<file path="config.mk">
export PLATFORM = sky130hd
export DESIGN_NAME = insertion_sorter
export DESIGN_NICKNAME = d
export VERILOG_FILES = /design/src/rtl/core/isort_pkg.sv /design/src/rtl/core/isort_datapath.sv /design/src/rtl/core/isort_ctrl.sv /design/src/rtl/core/insertion_sorter.sv
export SDC_FILE = /design/constraint.sdc
export NUM_CORES = 1
export LEC_CHECK = 0
export ABC_AREA = 1
export BUFFER_PORTS_ARGS = -buffer_cell sky130_fd_sc_hd__buf_2
export CORE_UTILIZATION = 58
export DETAILED_ROUTE_END_ITERATION = 8
export PLACE_DENSITY = 0.78
export SLEW_MARGIN = 20
export SYNTH_ARGS = -nofsm -noshare
export SYNTH_HDL_FRONTEND = slang
export SYNTH_SLANG_ARGS = --single-unit
</file>
<file path="constraint.sdc">
create_clock -name clk -period 3.09 [get_ports clk]
set_input_delay 0.4635 -clock clk [delete_from_list [all_inputs] [get_ports clk]]
set_output_delay 0.4635 -clock clk [all_outputs]
set_load 0.02 [all_outputs]
</file>
<file path="src/rtl/core/isort_pkg.sv">
// Shared types and constants for the insertion sorter.
// No dependencies; imported by every module of the block.
package isort_pkg;

  localparam int unsigned VALUE_W = 8;
  localparam int unsigned SHIFT_W = 7;
  localparam logic [SHIFT_W-1:0] SHIFT_MAX = 7'd127;

  typedef struct packed {
    logic [VALUE_W-1:0] value;
    logic               final_item;
  } item_word_t;

  typedef struct packed {
    logic [VALUE_W-1:0] sorted_value;
    logic               last_of_run;
    logic [SHIFT_W-1:0] shift_total;
    logic               overflowed;
  } result_word_t;

  typedef enum logic [1:0] {
    ST_LOAD,
    ST_SETTLE,
    ST_EMIT
  } isort_state_t;

  // Controller to datapath commands.
  typedef struct packed {
    logic insert;
    logic pop;
    logic clear;
  } isort_cmd_t;

  // Datapath to controller status.
  typedef struct packed {
    logic last_one;
  } isort_stat_t;

endpackage

</file>
<file path="src/rtl/core/isort_datapath.sv">
// Register-chain datapath of the insertion sorter: parallel compare and shift,
// shift counting and shift-down emission. Depends on isort_pkg.
module isort_datapath import isort_pkg::*; #(
  parameter int unsigned COUNT = 16
) (
  input  logic               clk,
  input  logic               rst,
  input  isort_cmd_t         cmd,
  input  logic [VALUE_W-1:0] value,
  output isort_stat_t        stat,
  output result_word_t       head
);

  localparam int unsigned FW = $clog2(COUNT + 1);

  logic [VALUE_W-1:0] store [COUNT];
  logic [FW-1:0]      fill;
  logic [SHIFT_W-1:0] shift_acc;
  logic [SHIFT_W-1:0] delta;
  logic               delta_pend;
  logic               ovf;

  logic [COUNT-1:0]   gt;
  logic [COUNT-1:0]   at_pos;
  logic [FW-1:0]      pos;
  logic               full;
  logic [SHIFT_W:0]   acc_sum;

  assign full = (fill == FW'(COUNT));

  // Entries above the new value form a suffix of the filled region.
  always_comb begin
    pos = '0;
    for (int i = 0; i < COUNT; i++) begin
      gt[i] = (FW'(i) < fill) && (store[i] > value);
    end
    for (int i = 0; i < COUNT; i++) begin
      if (i == 0) begin
        at_pos[i] = gt[i] || (fill == '0);
      end else begin
        at_pos[i] = !gt[i-1] && (gt[i] || (fill == FW'(i)));
      end
    end
    for (int i = 0; i < COUNT; i++) begin
      if (at_pos[i]) begin
        pos = pos | FW'(i);
      end
    end
  end

  always_ff @(posedge clk) begin
    if (cmd.insert && !full) begin
      for (int i = 0; i < COUNT; i++) begin
        if (at_pos[i]) begin
          store[i] <= value;
        end else if (i > 0 && gt[(i > 0) ? i - 1 : 0]) begin
          store[i] <= store[(i > 0) ? i - 1 : 0];
        end
      end
    end else if (cmd.pop) begin
      for (int i = 0; i < COUNT - 1; i++) begin
        store[i] <= store[i+1];
      end
    end
  end

  // Fold the shift count of the previous insert into the accumulator in the cycle after it.
  assign acc_sum = {1'b0, shift_acc} + {1'b0, delta};

  always_ff @(posedge clk) begin
    if (rst) begin
      fill       <= '0;
      shift_acc  <= '0;
      delta      <= '0;
      delta_pend <= 1'b0;
      ovf        <= 1'b0;
    end else begin
      delta_pend <= cmd.insert && !full;
      if (delta_pend) begin
        shift_acc <= acc_sum[SHIFT_W] ? SHIFT_MAX : acc_sum[SHIFT_W-1:0];
      end
      if (cmd.insert) begin
        if (full) begin
          ovf <= 1'b1;
        end else begin
          fill  <= fill + FW'(1);
          delta <= SHIFT_W'(fill - pos);
        end
      end else if (cmd.clear) begin
        fill      <= '0;
        shift_acc <= '0;
        ovf       <= 1'b0;
      end else if (cmd.pop) begin
        fill <= fill - FW'(1);
      end
    end
  end

  assign stat.last_one = (fill == FW'(1));

  always_comb begin
    head.sorted_value = store[0];
    head.last_of_run  = stat.last_one;
    head.shift_total  = stat.last_one ? shift_acc : '0;
    head.overflowed   = stat.last_one ? ovf : 1'b0;
  end

endmodule

</file>
<file path="src/rtl/core/isort_ctrl.sv">
// Controller of the insertion sorter: load, settle and emit phases.
// Depends on isort_pkg.
module isort_ctrl import isort_pkg::*; (
  input  logic        clk,
  input  logic        rst,
  input  logic        item_valid,
  input  logic        item_final,
  input  logic        result_ready,
  input  isort_stat_t stat,
  output logic        item_ready,
  output logic        result_valid,
  output isort_cmd_t  cmd
);

  isort_state_t state, state_next;

  always_ff @(posedge clk) begin
    if (rst) begin
      state <= ST_LOAD;
    end else begin
      state <= state_next;
    end
  end

  always_comb begin
    state_next   = state;
    item_ready   = 1'b0;
    result_valid = 1'b0;
    cmd          = '0;
    case (state)
      ST_LOAD: begin
        // hold off the item channel while reset is applied
        item_ready = !rst;
        if (item_valid && !rst) begin
          cmd.insert = 1'b1;
          if (item_final) begin
            state_next = ST_SETTLE;
          end
        end
      end
      ST_SETTLE: begin
        // let the last shift count land in the accumulator
        state_next = ST_EMIT;
      end
      ST_EMIT: begin
        result_valid = 1'b1;
        if (result_ready) begin
          cmd.pop = 1'b1;
          if (stat.last_one) begin
            cmd.clear  = 1'b1;
            state_next = ST_LOAD;
          end
        end
      end
      default: begin
        state_next = ST_LOAD;
      end
    endcase
  end

endmodule

</file>
<file path="src/rtl/core/insertion_sorter.sv">
// Top level of the insertion sorter: controller plus register-chain datapath.
// Depends on isort_pkg, isort_ctrl and isort_datapath.
//
// Block insertion sorter for unsigned 8-bit values. Each accepted word on the
// item channel is inserted into an ascending chain of COUNT registers: every
// stored value strictly greater than the new one moves up a place, equal
// values keep arrival order, and the number of moves is added to a shift
// total that saturates at 127. A word arriving while the chain is full is
// dropped and the overflow flag is set. The word flagged final_item (itself
// inserted if there is room) closes the block: item_ready drops, a settle
// state folds in the last shift count, then the stored values leave on the
// result channel in ascending order, one word per cycle while result_ready is
// high, by shifting the chain down. The last result word carries last_of_run,
// the shift total and the overflow flag; these are zero on earlier words.
// After the last result is taken the block is empty and item_ready rises
// again. A block of n stored values passes through the settle state and n
// emissions after loading, during which no item is taken.
module insertion_sorter import isort_pkg::*; #(
  parameter int unsigned COUNT = 16
) (
  input  logic         clk,
  input  logic         rst,
  input  logic         item_valid,
  output logic         item_ready,
  input  item_word_t   item,
  output logic         result_valid,
  input  logic         result_ready,
  output result_word_t result
);

  isort_cmd_t  cmd;
  isort_stat_t stat;

  // Sequence the load and emit phases.
  isort_ctrl u_ctrl (
    .clk          (clk),
    .rst          (rst),
    .item_valid   (item_valid),
    .item_final   (item.final_item),
    .result_ready (result_ready),
    .stat         (stat),
    .item_ready   (item_ready),
    .result_valid (result_valid),
    .cmd          (cmd)
  );

  // Hold the sorted chain and counters; the chain head is the result word.
  isort_datapath #(
    .COUNT (COUNT)
  ) u_dp (
    .clk   (clk),
    .rst   (rst),
    .cmd   (cmd),
    .value (item.value),
    .stat  (stat),
    .head  (result)
  );

endmodule

</file>
==> flow_summary.json <==
{
  "synth_simple_gate_area_share_pct": 26.43,
  "postRouteAntennaNets": 0,
  "clk_latency_ns": 0.45,
  "coreArea_um2": 19530,
  "async_flop_share_pct": 0,
  "drt_iter0_markers": 895,
  "die_h_um": 143.3,
  "grt_pass1_vias": 10170,
  "start_kind": "flip-flop",
  "final_nets": 1726,
  "final_hold_viol_count": 0,
  "grt_antenna_before_repair": 1,
  "report.final.slew_viol_count": 0,
  "dp_hpwl_um": 25070,
  "yosys.area_share.adder_pct": 15.91,
  "grt_max_degree": 46,
  "setup_viol": 0,
  "die_w_um": 143.3,
  "ys_warn_count": 0,
  "synth_top_area_share_pct": 33.20,
  "startpoint": "u_dp.fill[3]$_SDFFE_PP0P_",
  "hold_path_class": "in -> reg",
  "fin_crit_sh_pct": 93.29,
  "place.port_buffers": 31,
  "p_per_area_nw_per_um2": 472.9,
  "cts_buffers": 17,
  "leakage_uw": 0.006213,
  "area_growth_pct": 15.00,
  "ctsHoldBuffers": 0,
  "synth_area_um2": 11580,
  "synth_cells": 1461,
  "cts_max_path_buffers": 2,
  "rows": 51,
  "outcome": "finished clean",
  "rsz0062_at_grt": "no",
  "fin_area_um2": 13320,
  "synth_top_family_by_area": "simple AND/OR/NAND/NOR gates",
  "antenna_cells": 0,
  "period_needed_ns": 2.883,
  "maxCapViolations": 0,
  "synth_cell_types": 44,
  "clkTransAtPathRegs_ns": 0.07,
  "drive_above_1_share_pct": 14.56,
  "max_clock_freq_mhz": 346.9,
  "placed_cell_area_um2": 12620,
  "drc": 0,
  "pin_count": 32,
  "worstMarginPinSlew_ns": 0.5206,
  "maxSlewHeadroom_pct": 65.29,
  "r2r_start": "u_dp.fill[3]$_SDFFE_PP0P_",
  "synth_flop_cell": "edfxtp_1",
  "crit_required_ns": 3.41,
  "crit_type": "reg -> reg",
  "cts-root-buf": "clkbuf_16",
  "drt_wl_total_um": 32870,
  "drt_pass1_iterations": 5,
  "avgRoutedWirePerCell_um": 17.82,
  "syn_nets": 1620,
  "fin_worst_skew_ns": 0.01298,
  "crit_fanout": 6,
  "hp-start": "item[0]",
  "overflow": 0,
  "grt.total_usage_pct": 33.44,
  "grt_pass1_wl_um": 51830,
  "start_util_pct": 59.30,
  "avgViaCountPerCell": 5.843,
  "tritoncts": "yes",
  "synthMuxAreaShare_pct": 0,
  "htree_levels": 4,
  "synth_edf_count": 128,
  "dieArea_um2": 20530,
  "synth-xor-area-share_pct": 0.6051,
  "syn_area_per_cell_um2": 7.925,
  "vias": 10780,
  "gp_congestion": 0.9644,
  "end_kind": "flip-flop",
  "yosys.area.top_type": "edfxtp_1",
  "synth_compound_area_share_pct": 12.88,
  "seq_area_frac_synth_pct": 37.00,
  "hold_ws_ns": 0.2306,
  "clock_sinks": 150,
  "irDropWorstVdd_uv": 468.1,
  "crit_arrival_ns": 3.20,
  "synth_area_leaders": "edfxtp_1 (33%), nand2_1 (18%), ha_1 (16%)",
  "synth_seq_cells": 150
}
==> logic make-up (layout without fill, tap and decap cells) <==
| kind of cell | count (synthesis) | after routing |
|---|---|---|
| compound gates | 243 | 243 |
| simple gates | 726 | 726 |
| xor+xnor | 8 | 8 |
| fa+ha+maj | 146 | 146 |
| buf+inv | 188 | 307 |
| flops | 150 | 150 |
==> path summary, 6_finish.rpt <==
path | end | slack [ns] | cells after the start
worst max-delay path | u_dp.delta[4]$_SDFFE_PP0P_ | 0.21 | 17
worst min register to register | u_ctrl.state[1]$_SDFFE_PP0P_ | 0.43 | 1
worst max register to register | u_dp.delta[4]$_SDFFE_PP0P_ | 0.21 | 17
worst min-delay path | u_ctrl.state[0]$_SDFFE_PP0P_ | 0.23 | 3
==> sequential cells by signal, indices dropped and copies added (netlist names) <==
register / flops
u_ctrl.state: 2
u_dp.delta: 6
u_dp.delta_pend: 1
u_dp.fill: 5
u_dp.ovf: 1
u_dp.shift_acc: 7
u_dp.store: 128
==> stage by stage <==
| step | utilization [%] | instances | total power, µW | TNS [ns] | setup slack (ns) |
|---|---|---|---|---|---|
| floorplan | - | 1461 | 3528 | 0 | 0.008705 |
| global placement | 64.62 | 1808 | 4022 | -0.9659 | -0.2876 |
| detailed placement | 64.62 | 1808 | 4078 | -1.216 | -0.3461 |
| CTS | 67.70 | 1840 | 6234 | 0 | 0.008255 |
| global route | 68.19 | 1845 | 6570 | 0 | 0.005419 |
| finish | 68.19 | 1845 | 6297 | 0 | 0.2072 |
==> power by group <==
group | total, µW | internal [µW] | leakage [µW] | switching, µW
clock network | 2190 | 1170 | 0.000298 | 1020
registers | 2500 | 2370 | 0.00137 | 128
logic | 1610 | 630 | 0.00455 | 980
total | 6300 | 4170 | 0.00621 | 2130
==> layout make-up <==
class | count | area (µm²)
well taps | 265 | 331.6
inverters | 140 | 550.5
fillers | 1623 | 6211
flip-flops and latches | 150 | 4284
clock inverters | 15 | 175.2
repair buffers | 135 | 1027
multi-input cells | 1123 | 6521
clock buffers | 17 | 425.4
==> metal layers <==
metal  wire length [µm]  track usage (%)  up-vias
met2              15230            54.38      514
met4               1007            14.50        2
met5                 13                0        -
met3               3114            6.964       87
met1              13500            43.10     4984
li1                   -                -     5194
==> critical path, cell delays in order, from the launching register on <==
cell	delay (ns)
dfxtp_1	0.48
inv_2	0.15
nor2_1	0.11
nand2_1	0.14
nor2_1	0.29
nand2_1	0.18
nand2_1	0.11
nand2_1	0.06
nand3_1	0.07
nor2_1	0.05
nand2_1	0.09
ha_1	0.15
inv_1	0.07
fa_2	0.38
a21oi_2	0.16
o21ai_2	0.06
xor2_1	0.13
a21oi_1	0.08
==> synthesized netlist by cell type, types with 2 or more instances <==
cell type	n
xor2_1	6
fa_1	2
ha_1	144
nand3_1	58
nor2_4	10
a21oi_1	72
inv_1	126
o21bai_1	7
nand4_1	25
a41oi_1	6
nand2_1	544
nand2_4	2
o21ai_0	49
nor2_1	68
a31oi_1	15
buf_2	11
nand3_4	3
a21o_1	5
xnor2_1	2
buf_6	4
nor2_8	2
o21a_1	11
o21ai_1	16
clkbuf_1	13
nor2_2	2
o211ai_1	43
inv_2	12
o221ai_1	14
nand2_2	8
edfxtp_1	128
buf_4	19
dfxtp_1	22
==> placed cells by master (no fill, tap or decap), types with 7 or more instances in the layout <==
cell	netlist	final
a21oi_1	72	70
a31oi_1	15	15
buf_12	0	7
buf_2	11	31
buf_4	19	96
clkbuf_16	0	17
dfxtp_1	22	22
edfxtp_1	128	128
ha_1	144	144
inv_1	126	121
inv_2	12	13
inv_8	1	7
nand2_1	544	541
nand2_2	8	11
nand3_1	58	56
nand4_1	25	25
nor2_1	68	65
nor2_4	10	11
o211ai_1	43	43
o21a_1	11	11
o21ai_0	49	47
o21ai_1	16	16
o21bai_1	7	7
o221ai_1	14	14
==> what timing repair did <==
action / 4_1_cts / 5_1_grt
resized for setup: 0 / 18
setup buffers: 0 / 5
setup endpoints to repair: 0 / 5
No activity file was read; power rests on OpenSTA's default activity.
